**src/sv/lru_page_buffer_check_assert.svh**
```systemverilog
// Assertion macros for the LRU page buffer check block.
// Used by lru_page_buffer_check; expects clock and reset in scope.
`ifndef LRU_PAGE_BUFFER_CHECK_ASSERT_SVH
`define LRU_PAGE_BUFFER_CHECK_ASSERT_SVH

// Check a condition at every clock edge outside reset.
`define LPBC_ASSERT(label, cond, msg) \
   label: assert property (@(posedge clock) disable iff (reset) (cond)) else $error(msg);

// Check that a condition holds in the cycle after a trigger.
`define LPBC_ASSERT_NEXT(label, trig, cond, msg) \
   label: assert property (@(posedge clock) disable iff (reset) (trig) |=> (cond)) \
      else $error(msg);

`endif

```
**src/sv/lpbc_pkg.sv**
```systemverilog
// Shared types and constants for the LRU page buffer check block.
// No dependencies; imported by lpbc_cell and lru_page_buffer_check.
`default_nettype none

package lpbc_pkg;

   // Default sizes for the top level parameters
   localparam int CAPACITY_DEFAULT = 16;
   localparam int ID_WIDTH_DEFAULT = 32;

   // Fixed field widths of the channels and the register
   localparam int PAGE_ID_W   = 32;
   localparam int LIMIT_W     = 5;
   localparam int OCC_W       = 5;
   localparam int RSP_TDATA_W = 8;

   localparam logic [LIMIT_W-1:0] PAGE_LIMIT_RESET = 5'd16;

   // Operation codes carried on req_tuser
   localparam logic OP_ACCESS = 1'b0;
   localparam logic OP_CLEAR  = 1'b1;

   // Commands broadcast from the controller to every cell
   typedef struct packed {
      logic capture;     // register the key compare result
      logic remove_hit;  // close the gap left by the matching entry
      logic shift_all;   // drop the oldest entry
      logic write;       // write the key at the given position
   } cell_cmd_type;

endpackage

`default_nettype wire

```
**src/sv/lpbc_cell.sv**
```systemverilog
// One slot of the LRU order chain: holds a page id and its compare result.
// Depends on lpbc_pkg; instantiated in a row by lru_page_buffer_check.
`default_nettype none

module lpbc_cell import lpbc_pkg::*; #(
   parameter int ID_WIDTH = ID_WIDTH_DEFAULT,
   parameter int CNT_W    = 5,
   parameter int INDEX    = 0
) (
   input  wire logic                clock,
   input  wire logic                reset,
   input  wire cell_cmd_type        cmd,
   input  wire logic [ID_WIDTH-1:0] key,
   input  wire logic [CNT_W-1:0]    count,
   input  wire logic [CNT_W-1:0]    wr_pos,
   input  wire logic [ID_WIDTH-1:0] next_id,
   input  wire logic                gap_prev,
   output logic      [ID_WIDTH-1:0] id_out,
   output logic                     gap_next,
   output logic                     match_out
);

   logic [ID_WIDTH-1:0] id_ff, id_in;
   logic                match_ff, match_in;
   logic                occupied, shift_here, write_here;

   // Slot holds a resident page when it lies below the fill count
   assign occupied = CNT_W'(INDEX) < count;

   // A gap opens at the matching slot and runs toward the newest end
   assign gap_next   = match_ff | gap_prev;
   assign shift_here = (cmd.remove_hit & gap_next) | cmd.shift_all;
   assign write_here = cmd.write & (CNT_W'(INDEX) == wr_pos);

   always_comb begin
      match_in = match_ff;
      if (cmd.capture) begin
         match_in = occupied & (id_ff == key);
      end
   end

   // Take the key, the neighbor's id, or hold
   always_comb begin
      id_in = id_ff;
      if (write_here) begin
         id_in = key;
      end else if (shift_here) begin
         id_in = next_id;
      end
   end

   always_ff @(posedge clock) begin
      if (reset) begin
         match_ff <= 1'b0;
      end else begin
         match_ff <= match_in;
      end
   end

   always_ff @(posedge clock) begin
      id_ff <= id_in;
   end

   assign id_out    = id_ff;
   assign match_out = match_ff;

endmodule

`default_nettype wire

```
**src/sv/lru_page_buffer_check.sv**
```systemverilog
// Top level of the LRU page buffer check: controller and a row of order cells.
// Depends on lpbc_pkg, lpbc_cell and lru_page_buffer_check_assert.svh.
//
// Usage:
//   req channel: req_tuser is the operation (0 access, 1 clear), req_tdata the
//   page id. rsp channel: rsp_tuser is the fault flag, rsp_tdata[4:0] the
//   occupancy after the item. One result is produced for every request.
//   csr_wr_en/csr_wr_data write the page limit; write only while idle.
//   Order of work: one request is worked at a time. A clear goes from
//   transfer straight to the result; an access passes compare and update,
//   and a fault that stores the page also passes eviction. The next
//   request is taken the cycle after the result is loaded. The eviction
//   loop drops one oldest page per cycle through the cell chain.
//   Reset empties the buffer, sets the page limit to 16 and drops any
//   pending result. When the receiver stalls, the result stays in the
//   output register; a new request may be taken meanwhile, and its own
//   result waits until the output register is free.
`default_nettype none
`include "lru_page_buffer_check_assert.svh"

module lru_page_buffer_check import lpbc_pkg::*; #(
   parameter int CAPACITY = CAPACITY_DEFAULT,
   parameter int ID_WIDTH = ID_WIDTH_DEFAULT
) (
   input  wire logic                   clock,
   input  wire logic                   reset,
   input  wire logic                   req_tvalid,
   output logic                        req_tready,
   input  wire logic [PAGE_ID_W-1:0]   req_tdata,   // [31:0] page_id
   input  wire logic                   req_tuser,   // [0] operation
   output logic                        rsp_tvalid,
   input  wire logic                   rsp_tready,
   output logic      [RSP_TDATA_W-1:0] rsp_tdata,   // [4:0] occupancy, [7:5] zero
   output logic                        rsp_tuser,   // [0] fault
   input  wire logic                   csr_wr_en,
   input  wire logic [LIMIT_W-1:0]     csr_wr_data  // [4:0] page_limit
);

   localparam int CNT_W = $clog2(CAPACITY + 1);

   typedef enum logic [4:0] {
      ST_IDLE    = 5'b00001,
      ST_COMPARE = 5'b00010,
      ST_UPDATE  = 5'b00100,
      ST_EVICT   = 5'b01000,
      ST_FINISH  = 5'b10000
   } state_type;

   state_type           state_ff, state_in;
   logic [LIMIT_W-1:0]  csr_page_limit_ff, csr_page_limit_in;
   logic [ID_WIDTH-1:0] key_ff, key_in;
   logic [CNT_W-1:0]    limit_ff, limit_in;
   logic [CNT_W-1:0]    count_ff, count_in;
   logic                fault_ff, fault_in;
   logic                rsp_valid_ff, rsp_valid_in;
   logic                rsp_fault_ff, rsp_fault_in;
   logic [OCC_W-1:0]    rsp_occ_ff, rsp_occ_in;

   cell_cmd_type        cmd;
   logic [CNT_W-1:0]    wr_pos;
   logic [ID_WIDTH-1:0] cell_id   [CAPACITY];
   logic [CAPACITY-1:0] cell_gap;
   logic [CAPACITY-1:0] cell_match;
   logic                any_hit;
   logic                req_xfer, rsp_load;

   assign req_xfer = req_tvalid & req_tready;
   assign any_hit  = |cell_match;
   assign rsp_load = (state_ff == ST_FINISH) & (~rsp_valid_ff | rsp_tready);

   // Write the page limit register on csr_wr_en, else hold it
   always_comb begin
      csr_page_limit_in = csr_page_limit_ff;
      if (csr_wr_en) begin
         csr_page_limit_in = csr_wr_data;
      end
   end

   // Sequence one request through compare, update and eviction; a clear skips them
   always_comb begin
      state_in   = state_ff;
      key_in     = key_ff;
      limit_in   = limit_ff;
      count_in   = count_ff;
      fault_in   = fault_ff;
      cmd        = '0;
      wr_pos     = count_ff - CNT_W'(1);
      req_tready = 1'b0;
      case (state_ff)
         ST_IDLE: begin
            req_tready = 1'b1;
            if (req_tvalid) begin
               key_in = ID_WIDTH'({{ID_WIDTH{1'b0}}, req_tdata});
               if (32'(csr_page_limit_ff) > 32'(CAPACITY)) begin
                  limit_in = CNT_W'(CAPACITY);
               end else begin
                  limit_in = CNT_W'(csr_page_limit_ff);
               end
               if (req_tuser == OP_CLEAR) begin
                  count_in = '0;
                  fault_in = 1'b0;
                  state_in = ST_FINISH;
               end else begin
                  state_in = ST_COMPARE;
               end
            end
         end
         ST_COMPARE: begin
            cmd.capture = 1'b1;
            state_in    = ST_UPDATE;
         end
         ST_UPDATE: begin
            if (any_hit) begin
               // Move the hit page to the newest end
               cmd.remove_hit = 1'b1;
               cmd.write      = 1'b1;
               fault_in       = 1'b0;
               state_in       = ST_FINISH;
            end else begin
               fault_in = 1'b1;
               if (limit_ff == '0) begin
                  state_in = ST_FINISH;
               end else begin
                  state_in = ST_EVICT;
               end
            end
         end
         ST_EVICT: begin
            if (count_ff >= limit_ff) begin
               // Drop the oldest page
               cmd.shift_all = 1'b1;
               count_in      = count_ff - CNT_W'(1);
            end else begin
               // Append the new page
               cmd.write = 1'b1;
               wr_pos    = count_ff;
               count_in  = count_ff + CNT_W'(1);
               state_in  = ST_FINISH;
            end
         end
         ST_FINISH: begin
            if (rsp_load) begin
               state_in = ST_IDLE;
            end
         end
         default: begin
            state_in = ST_IDLE;
         end
      endcase
   end

   // Load the output register, drop it after the transfer
   always_comb begin
      rsp_valid_in = rsp_valid_ff;
      rsp_fault_in = rsp_fault_ff;
      rsp_occ_in   = rsp_occ_ff;
      if (rsp_load) begin
         rsp_valid_in = 1'b1;
         rsp_fault_in = fault_ff;
         rsp_occ_in   = OCC_W'(count_ff);
      end else if (rsp_tready) begin
         rsp_valid_in = 1'b0;
      end
   end

   always_ff @(posedge clock) begin
      if (reset) begin
         state_ff          <= ST_IDLE;
         csr_page_limit_ff <= PAGE_LIMIT_RESET;
         count_ff          <= '0;
         rsp_valid_ff      <= 1'b0;
      end else begin
         state_ff          <= state_in;
         csr_page_limit_ff <= csr_page_limit_in;
         count_ff          <= count_in;
         rsp_valid_ff      <= rsp_valid_in;
      end
   end

   always_ff @(posedge clock) begin
      key_ff       <= key_in;
      limit_ff     <= limit_in;
      fault_ff     <= fault_in;
      rsp_fault_ff <= rsp_fault_in;
      rsp_occ_ff   <= rsp_occ_in;
   end

   // Row of order cells, oldest at index 0
   for (genvar i = 0; i < CAPACITY; i++) begin : g_cell
      logic [ID_WIDTH-1:0] next_id;
      logic                gap_prev;

      if (i == CAPACITY - 1) begin : g_last
         assign next_id = key_ff;
      end else begin : g_mid
         assign next_id = cell_id[i+1];
      end

      if (i == 0) begin : g_first
         assign gap_prev = 1'b0;
      end else begin : g_rest
         assign gap_prev = cell_gap[i-1];
      end

      lpbc_cell #(
         .ID_WIDTH (ID_WIDTH),
         .CNT_W    (CNT_W),
         .INDEX    (i)
      ) u_cell (
         .clock     (clock),
         .reset     (reset),
         .cmd       (cmd),
         .key       (key_ff),
         .count     (count_ff),
         .wr_pos    (wr_pos),
         .next_id   (next_id),
         .gap_prev  (gap_prev),
         .id_out    (cell_id[i]),
         .gap_next  (cell_gap[i]),
         .match_out (cell_match[i])
      );
   end

   assign rsp_tvalid = rsp_valid_ff;
   assign rsp_tuser  = rsp_fault_ff;
   assign rsp_tdata  = RSP_TDATA_W'(rsp_occ_ff);

   // Fill count never passes the number of cells
   `LPBC_ASSERT(a_count_in_range, count_ff <= CNT_W'(CAPACITY), "occupancy above capacity")
   // Resident ids are unique, so at most one cell matches
   `LPBC_ASSERT(a_single_match, (state_ff != ST_UPDATE) || $onehot0(cell_match), "two cells hit")
   // Eviction only runs with a nonzero limit
   `LPBC_ASSERT(a_evict_limit, (state_ff != ST_EVICT) || (limit_ff != '0), "evict with zero limit")
   // A clear empties the buffer at once
   `LPBC_ASSERT_NEXT(a_clear_empties, req_xfer && (req_tuser == OP_CLEAR), count_ff == '0, "clear failed")

endmodule

`default_nettype wire
```
**config.mk**
```make
export PLATFORM = sky130hd
export DESIGN_NAME = lru_page_buffer_check
export DESIGN_NICKNAME = d
export VERILOG_FILES = /design/src/sv/lpbc_pkg.sv /design/src/sv/lpbc_cell.sv /design/src/sv/lru_page_buffer_check.sv
export VERILOG_INCLUDE_DIRS = /design/src /design/src/sv
export SDC_FILE = /design/constraint.sdc
export NUM_CORES = 1
export LEC_CHECK = 0
export BUFFER_PORTS_ARGS = -buffer_cell sky130_fd_sc_hd__buf_4
export CAP_MARGIN = 0
export CELL_PAD_IN_SITES_DETAIL_PLACEMENT = 1
export CELL_PAD_IN_SITES_GLOBAL_PLACEMENT = 2
export CORE_MARGIN = 3
export CORE_UTILIZATION = 34
export DETAILED_ROUTE_END_ITERATION = 16
export GPL_TIMING_DRIVEN = 0
export MAX_ROUTING_LAYER = met4
export PLACE_DENSITY_LB_ADDON = 0.15
export SYNTH_ARGS = -nofsm -noshare
export SYNTH_HDL_FRONTEND = slang
export SYNTH_SLANG_ARGS = --single-unit
```
**constraint.sdc**
```tcl
create_clock -name clock -period 5.7 [get_ports clock]
set_input_delay 1.425 -clock clock [delete_from_list [all_inputs] [get_ports clock]]
set_output_delay 1.425 -clock clock [all_outputs]
set_load 0.02 [all_outputs]
```
== Yosys cells after proc, flatten, opt, wreduce, memory -nomap -nowiden ==
Index checks and enable logic that the tools add are counted.

* Add/sub/neg operators: 2
* Magnitude comparators: 18
* Equal/unequal tests: 40
* Muxes and demuxes: 59
* Bitwise logic cells: 82
* Reduce and logical (&&, ||, !) cells: 26

{| class="wikitable"
|+ Operator list
! kind !! count
|-
| 32-bit 2-to-1 mux || 32
|-
| 32-bit equality test || 16
|-
| 5-bit 2-to-1 mux || 11
|-
| 1-bit AND || 49
|-
| 4-bit by 5-bit equality test with 1-bit output, first input constant || 8
|-
| 4-bit by 5-bit < comparator with 1-bit output, first input constant || 8
|-
| 2-bit nonzero test || 19
|-
| 1-bit bitwise OR || 32
|-
| 5-bit one-hot mux with 5 select lines || 1
|-
| 3-bit by 5-bit equality test with 1-bit output, first input constant || 4
|-
| 3-bit by 5-bit < comparator with 1-bit output, first input constant || 4
|-
| 16-bit OR reduction || 1
|-
| 1-bit 2-to-1 mux || 12
|-
| 2-bit by 5-bit equality test with 1-bit output, first input constant || 2
|-
| 5-bit zero test || 2
|-
| 1-bit by 5-bit < comparator with 1-bit output, first input constant || 2
|-
| 2-bit by 5-bit < comparator with 1-bit output, first input constant || 2
|-
| 5-bit one-hot mux with 2 select lines || 1
|-
| 3-bit AND reduction || 3
|-
| 2-bit inequality test, second input constant || 4
|-
| 5-bit by 1-bit adder with 5-bit output, second input constant || 1
|-
| 1-bit by 5-bit equality test with 1-bit output, first input constant || 1
|-
| 5-bit by 1-bit equality test with 1-bit output, second input constant || 1
|-
| 5-bit by 2-bit equality test with 1-bit output, second input constant || 1
|-
| other kinds (9) || 10
|}

* Register bits after elaboration: 588
* Bits of input ports: 43
* Logic and storage cells: 268

== Logic depth before layout (Yosys ltp) ==
* Word-level depth: 19
* Mapped depth: 12
* Mapped depth without buffers: 10

== Hierarchy ==
From an unflattened synthesis, not the netlist that was laid out.

* Cell total of the unflattened synthesis: 2127
* Area total of the unflattened synthesis: 32528.7 µm²

{| class="wikitable"
|+ Modules (own cells, without submodules)
! module !! times used !! cells each !! area an instance (µm²)
|-
| lru_page_buffer_check || 1 || 193 || 2482.4
|-
| lpbc_cell at g_cell[3].u_cell || 1 || 121 || 1921.8
|-
| lpbc_cell at g_cell[4].u_cell || 1 || 122 || 1921.8
|-
| lpbc_cell at g_cell[8].u_cell || 1 || 125 || 1920.6
|-
| lpbc_cell at g_cell[12].u_cell || 1 || 122 || 1919.3
|-
| lpbc_cell at g_cell[2].u_cell || 1 || 121 || 1918.1
|-
| lpbc_cell at g_cell[1].u_cell || 1 || 120 || 1913.1
|-
| lpbc_cell at g_cell[10].u_cell || 1 || 122 || 1910.6
|-
| lpbc_cell at g_cell[9].u_cell || 1 || 121 || 1908.1
|-
| lpbc_cell at g_cell[6].u_cell || 1 || 121 || 1906.8
|-
| lpbc_cell at g_cell[5].u_cell || 1 || 120 || 1903.1
|-
| lpbc_cell at g_cell[0].u_cell || 1 || 121 || 1899.3
|-
| lpbc_cell at g_cell[14].u_cell || 1 || 120 || 1808.0
|-
| lpbc_cell at g_cell[13].u_cell || 1 || 120 || 1805.5
|-
| 3 more rows || -- || -- || --
|}

== Worst setup path before layout ==
OpenSTA, ideal clock, no wires.

* Path kind: reg-to-reg
* From: register count_ff[0]
* To: register g_cell[2].u_cell.id_ff[0], enable pin
* Library setup time: 431 ps
* Data arrival time: 3515 ps
* Data required time: 5269 ps
* Slack: 1754 ps
* Cell stages (with the launch flop): 12
* Buffers on the path: 1
* Clock period less this slack: 3946 ps
* Path through: dfxtp_1 inv_1 ha_1 nor2b_1 o21ai_1 a21o_1 ha_1 a21oi_1 a31oi_4 o311ai_4 buf_6 o211ai_1

* Cells in the longest elaborated chain, start to end: 6
* Elaborated cells between the ends (all ways): 12
* Classes of those cells: add/sub (1); order compare (1); eq/ne (1); mux (6); bitwise (2); reduce/logical (1)

{| class="wikitable"
|+ Ends and longest elaborated chain
! what !! line !! source
|-
| start: declaration || lru_page_buffer_check.sv:53 || <nowiki>logic [CNT_W-1:0] count_ff, count_in;</nowiki>
|-
| start signal: assignment || lru_page_buffer_check.sv:175 || <nowiki>count_ff <= count_in;</nowiki>
|-
| 5-bit by 1-bit subtractor with 5-bit output / 5-bit greater-or-equal comparator (equally long branches) || lru_page_buffer_check.sv:87, lru_page_buffer_check.sv:129 ||
|-
| 5-bit 2-to-1 mux || lru_page_buffer_check.sv:129 || <nowiki>if (count_ff >= limit_ff) begin</nowiki>
|-
| 5-bit 2-to-1 mux || lru_page_buffer_check.sv:89 || <nowiki>case (state_ff)</nowiki>
|-
| 2-bit by 5-bit equality test with 1-bit output || lpbc_cell.sv:33 || <nowiki>assign write_here = cmd.write & (CNT_W'(INDEX) == wr_pos);</nowiki>
|-
| 1-bit AND || lpbc_cell.sv:33 ||
|-
| 2-bit nonzero test (no line) (*) || -- ||
|-
| end signal: assignment || lpbc_cell.sv:61 || <nowiki>id_ff <= id_in;</nowiki>
|-
| end: declaration || lpbc_cell.sv:23 || <nowiki>logic [ID_WIDTH-1:0] id_ff, id_in;</nowiki>
|}

Every way passes the cells marked *; elsewhere a longest branch is shown, timed or not.
A chain may end at the register's enable or synchronous reset.

== Worst setup path in the final report ==
* From: register count_ff[1]
* To: register g_cell[2].u_cell.id_ff[12], enable pin

The elaborated chain is that of the path after synthesis.

==> impl_summary.txt <==
----------------------------------------------------
[Drt]
  # DRC ... 0
  Avg WL per Cell ... 33.1 µm
  Met2 Wirelength ... 55.2 mm
  DRT Pass-1 Iters ... 5
  Vias per inst ... 5.27
  M1 WL ... 53.4 mm
  Highest metal layer with signal wires ... met4
  Final ANT Viol Nets ... 0
  Vias after detailed routing ... 18,900
  Total detailed-routing wirelength ... 119 mm
  Starting DRT DRC Count ... 1,520
  Met3 wirelength from detailed routing ... 4.31 mm

[Synthesis]
  Count of yosys warnings during synthesis ... 0
  Post-synthesis cell area ... 31,500 µm²
  Post-synth EDFFs ... 556
  Number of register bits inferred by synthesis ... 588
  Async set or reset register ratio after synthesis ... 0%
  Cell count after synthesis ... 2,212
  Mean cell area of the mapped netlist ... 14.2 µm²
  Ys flop type ... sky130_fd_sc_hd__edfxtp_1
  Sequential area share after synthesis ... 55.1%
  Number of distinct library cell variants in the gate-level netlist after synthesis ... 66

[STA]
  Setup repair after global routing missed its margin ... false
  Final period demand of the worst path ... 5470 ps
  Setup TNS ... 0 ps
  Rel. slew slack ... 11.9%
  Number of max-slew violations in the final report ... 0
  Final Cycle Share ... 95.9%
  Worst clock skew on the final layout ... 25.5 ps
  Achievable clock frequency ... 183 MHz
  Slew @ Worst Pin ... 1310 ps
  WHS ... 446 ps
  Endpoints failing hold ... 0
  Number of endpoints failing setup at the final stage ... 0

[Clock tree]
  Resized Gates After CTS ... 0
  Clock sink count ... 588
  Clock Tree Root ... sky130_fd_sc_hd__clkbuf_16
  Inserted Clock Buffers ... 74
  Clk Latency, worst-skew pair ... 630 ps
  Buffer depth of the longest clock path ... 3
  Clock transition at the registers of the reported paths ... 60 ps
  Buffers inserted during post-CTS setup optimization ... 0
  Hold-fix buffer count after cts ... 0
  TritonCTS clock tree ... built
  CTS HTree Levels ... 3

[Cells and area]
  Sequential cell area ... 17,300 µm²
  Fraction of final layout cells sized beyond drive strength 1 ... 26.7%
  Leading cell types in the layout, fill and taps excluded ... sky130_fd_sc_hd__edfxtp_1, sky130_fd_sc_hd__xnor2_1, sky130_fd_sc_hd__mux2_2
  Number of nets in the finished design ... 2,405
  Area of all placed cells without fillers ... 35,800 µm²
  Area grow syn2layout ... 13.8%
  Layout fillers ... 9,331
  Commonest non-fill, non-tap cell in the layout ... sky130_fd_sc_hd__edfxtp_1
  Combined area of the multi-input logic cells ... 13,200 µm²

[Place]
  Total cell area at the placement stage ... 33,500 µm²
  Placed wire-length estimate after detailed placement ... 97.7 mm
  Input/output buffers ... 49
  Placer's final routability congestion estimate ... 0.943

[Worst setup path]
  Endpoint arrival time on the critical path ... 5800 ps
  Critical Path Sink Type ... flop
  Critical path startpoint category ... flop
  Worst R2R Start ... count_ff[1]$_SDFFE_PP0P_
  Crit Path Class ... flop to flop
  Critical Path Start ... count_ff[1]$_SDFFE_PP0P_
  Worst-path fanout max ... 10
  Data required time at the worst endpoint ... 6030 ps

[Min path]
  Class of the tightest hold or removal check ... flop to flop
  Critical hold path startpoint ... g_cell[15].next_id[2]$_DFFE_PP_

[Floorplanning]
  Number of top-level design ports ... 54
  Overall die width ... 310 µm
  Core region area ... 90,800 µm²
  DIE AREA ... 96,200 µm²
  Vertical extent of the die ... 310 µm
  Effective utilization at floorplan ... 34.6%
  Standard-cell rows ... 110

[Job]
  Count of maximum capacitance violations ... 0

[Power]
  Power after layout ... 10.1 mW
  Worst VDD drop ... 0.225 mV
  Static leakage power ... 12.0 nW
  Total power divided by cell area ... 281 nW/µm²

[Global routing]
  Overflow left after global routing ... 0
  Overall fraction of global-route tracks in use ... 25.4%
  Number of global-route vias before repair ... 19,700
  Largest net degree at the start of global routing ... 38
  Wire length of the first global-routing pass ... 161 mm
  Antenna violations before repair ... 0

[Outcome]
  Outcome ... finished clean

----------------------------------------------------
[where the power goes]
group          internal [mW]  total [mW]  switching [mW]  leakage [nW]
sequential              4.69        4.71          0.0143          5.28
clock                   2.62        4.54            1.92          1.11
combinational          0.212       0.809           0.598          5.56
[stage by stage]
| step | util (%) | setup slack (ps) | instances |
|---|---|---|---|
| 2_1_floorplan | - | 1750 | 2214 |
| 3_5_place_dp | 36.9 | 328 | 3452 |
| 4_1_cts | 39.4 | 304 | 3584 |
| 6_report | 39.4 | 234 | 3588 |
| 3_3_place_gp | 36.7 | -306 | 3439 |
| 5_1_grt | 39.4 | 18.2 | 3584 |
[critical path, cell delays in order, from the launching register on]
cell and delay, ps:
sky130_fd_sc_hd__dfxtp_1 370, sky130_fd_sc_hd__clkbuf_1 370, sky130_fd_sc_hd__inv_1 450, sky130_fd_sc_hd__ha_1 400
sky130_fd_sc_hd__nor3b_1 620, sky130_fd_sc_hd__o2111ai_2 370, sky130_fd_sc_hd__a31oi_4 600, sky130_fd_sc_hd__o311ai_4 330
sky130_fd_sc_hd__buf_6 260, sky130_fd_sc_hd__o211ai_1 410, sky130_fd_sc_hd__buf_4 340, sky130_fd_sc_hd__buf_4 220
sky130_fd_sc_hd__buf_4 200, sky130_fd_sc_hd__buf_4 210
[path summary, 6_finish.rpt]
kind	end	slack, ps	cells after the start
setup / recovery	g_cell[2].u_cell.id_out[12]$_DFFE_PP_	230	13
hold / removal	g_cell[15].u_cell.id_out[2]$_DFFE_PP_	450	0
setup reg to reg	g_cell[2].u_cell.id_out[12]$_DFFE_PP_	230	13
hold reg to reg	g_cell[15].u_cell.id_out[2]$_DFFE_PP_	450	0
[layer usage]
metal	global-route usage (%)	vias to the layer above
met4	11.1	0
li1	-	8486
met1	33.7	9767
met2	39.8	499
met5	-	-
met3	2.47	156
[logic make-up after synthesis]
group	synth area share, %
buffers and inverters	3.07
other	0.0119
muxes	18.8
adders and majority gates	0.398
xor gates and xnor gates	14.3
AOI/OAI and AO/OA	2.68
and+or+nand+nor	5.61
DFF	55.1
[cell type report]
cell class                 count  share of cell area (%)
inverter                      12                   0.126
clock inverter                40                   0.755
clock buffer                  92                    5.60
timing repair buffer          62                    1.48
multi-input combinational   1421                    36.9
tap                         1176                    4.11
antenna                        4                  0.0280
buffer                       193                    2.58
sequential                   588                    48.4
[flip-flops by register name, indices dropped and copies added (netlist names)]
| register | flops |
|---|---|
| count_ff | 5 |
| csr_page_limit_ff | 5 |
| fault_ff | 1 |
| g_cell.next_id | 32 |
| g_cell.u_cell.id_out | 512 |
| g_cell.u_cell.match_out | 16 |
| limit_ff | 5 |
| rsp_occ_ff | 5 |
| rsp_tuser | 1 |
| rsp_tvalid | 1 |
| state_ff | 5 |
[synthesized netlist by cell type, types with 3 or more instances]
master | n | area, µm²
sky130_fd_sc_hd__nor4_1 | 69 | 432
sky130_fd_sc_hd__buf_2 | 20 | 100
sky130_fd_sc_hd__o21ai_0 | 9 | 45.0
sky130_fd_sc_hd__buf_4 | 16 | 120
sky130_fd_sc_hd__mux2_4 | 116 | 1740
sky130_fd_sc_hd__a211oi_1 | 5 | 37.5
sky130_fd_sc_hd__o311ai_4 | 6 | 158
sky130_fd_sc_hd__nand2b_1 | 5 | 31.3
sky130_fd_sc_hd__mux2i_1 | 5 | 50.1
sky130_fd_sc_hd__mux2_2 | 275 | 3100
sky130_fd_sc_hd__nand4_1 | 94 | 588
sky130_fd_sc_hd__a21oi_1 | 41 | 205
sky130_fd_sc_hd__dfxtp_1 | 32 | 641
sky130_fd_sc_hd__nand3b_1 | 3 | 22.5
sky130_fd_sc_hd__nor3_1 | 26 | 130
sky130_fd_sc_hd__nand2_1 | 32 | 120
sky130_fd_sc_hd__ha_1 | 10 | 125
sky130_fd_sc_hd__a21o_1 | 3 | 22.5
sky130_fd_sc_hd__inv_1 | 12 | 45.0
sky130_fd_sc_hd__and2_1 | 4 | 25.0
sky130_fd_sc_hd__mux2_1 | 90 | 1010
sky130_fd_sc_hd__nand3_1 | 21 | 105
sky130_fd_sc_hd__or3_1 | 8 | 50.1
sky130_fd_sc_hd__nor2b_1 | 8 | 50.1
sky130_fd_sc_hd__edfxtp_1 | 556 | 16700
sky130_fd_sc_hd__buf_1 | 32 | 120
sky130_fd_sc_hd__xor2_1 | 189 | 1660
sky130_fd_sc_hd__o211a_4 | 3 | 52.6
sky130_fd_sc_hd__nor2_1 | 26 | 97.6
sky130_fd_sc_hd__buf_6 | 15 | 169
sky130_fd_sc_hd__o211ai_1 | 7 | 52.6
sky130_fd_sc_hd__clkbuf_1 | 110 | 413
sky130_fd_sc_hd__xnor2_1 | 325 | 2850
(Power assumes the default switching activity.)
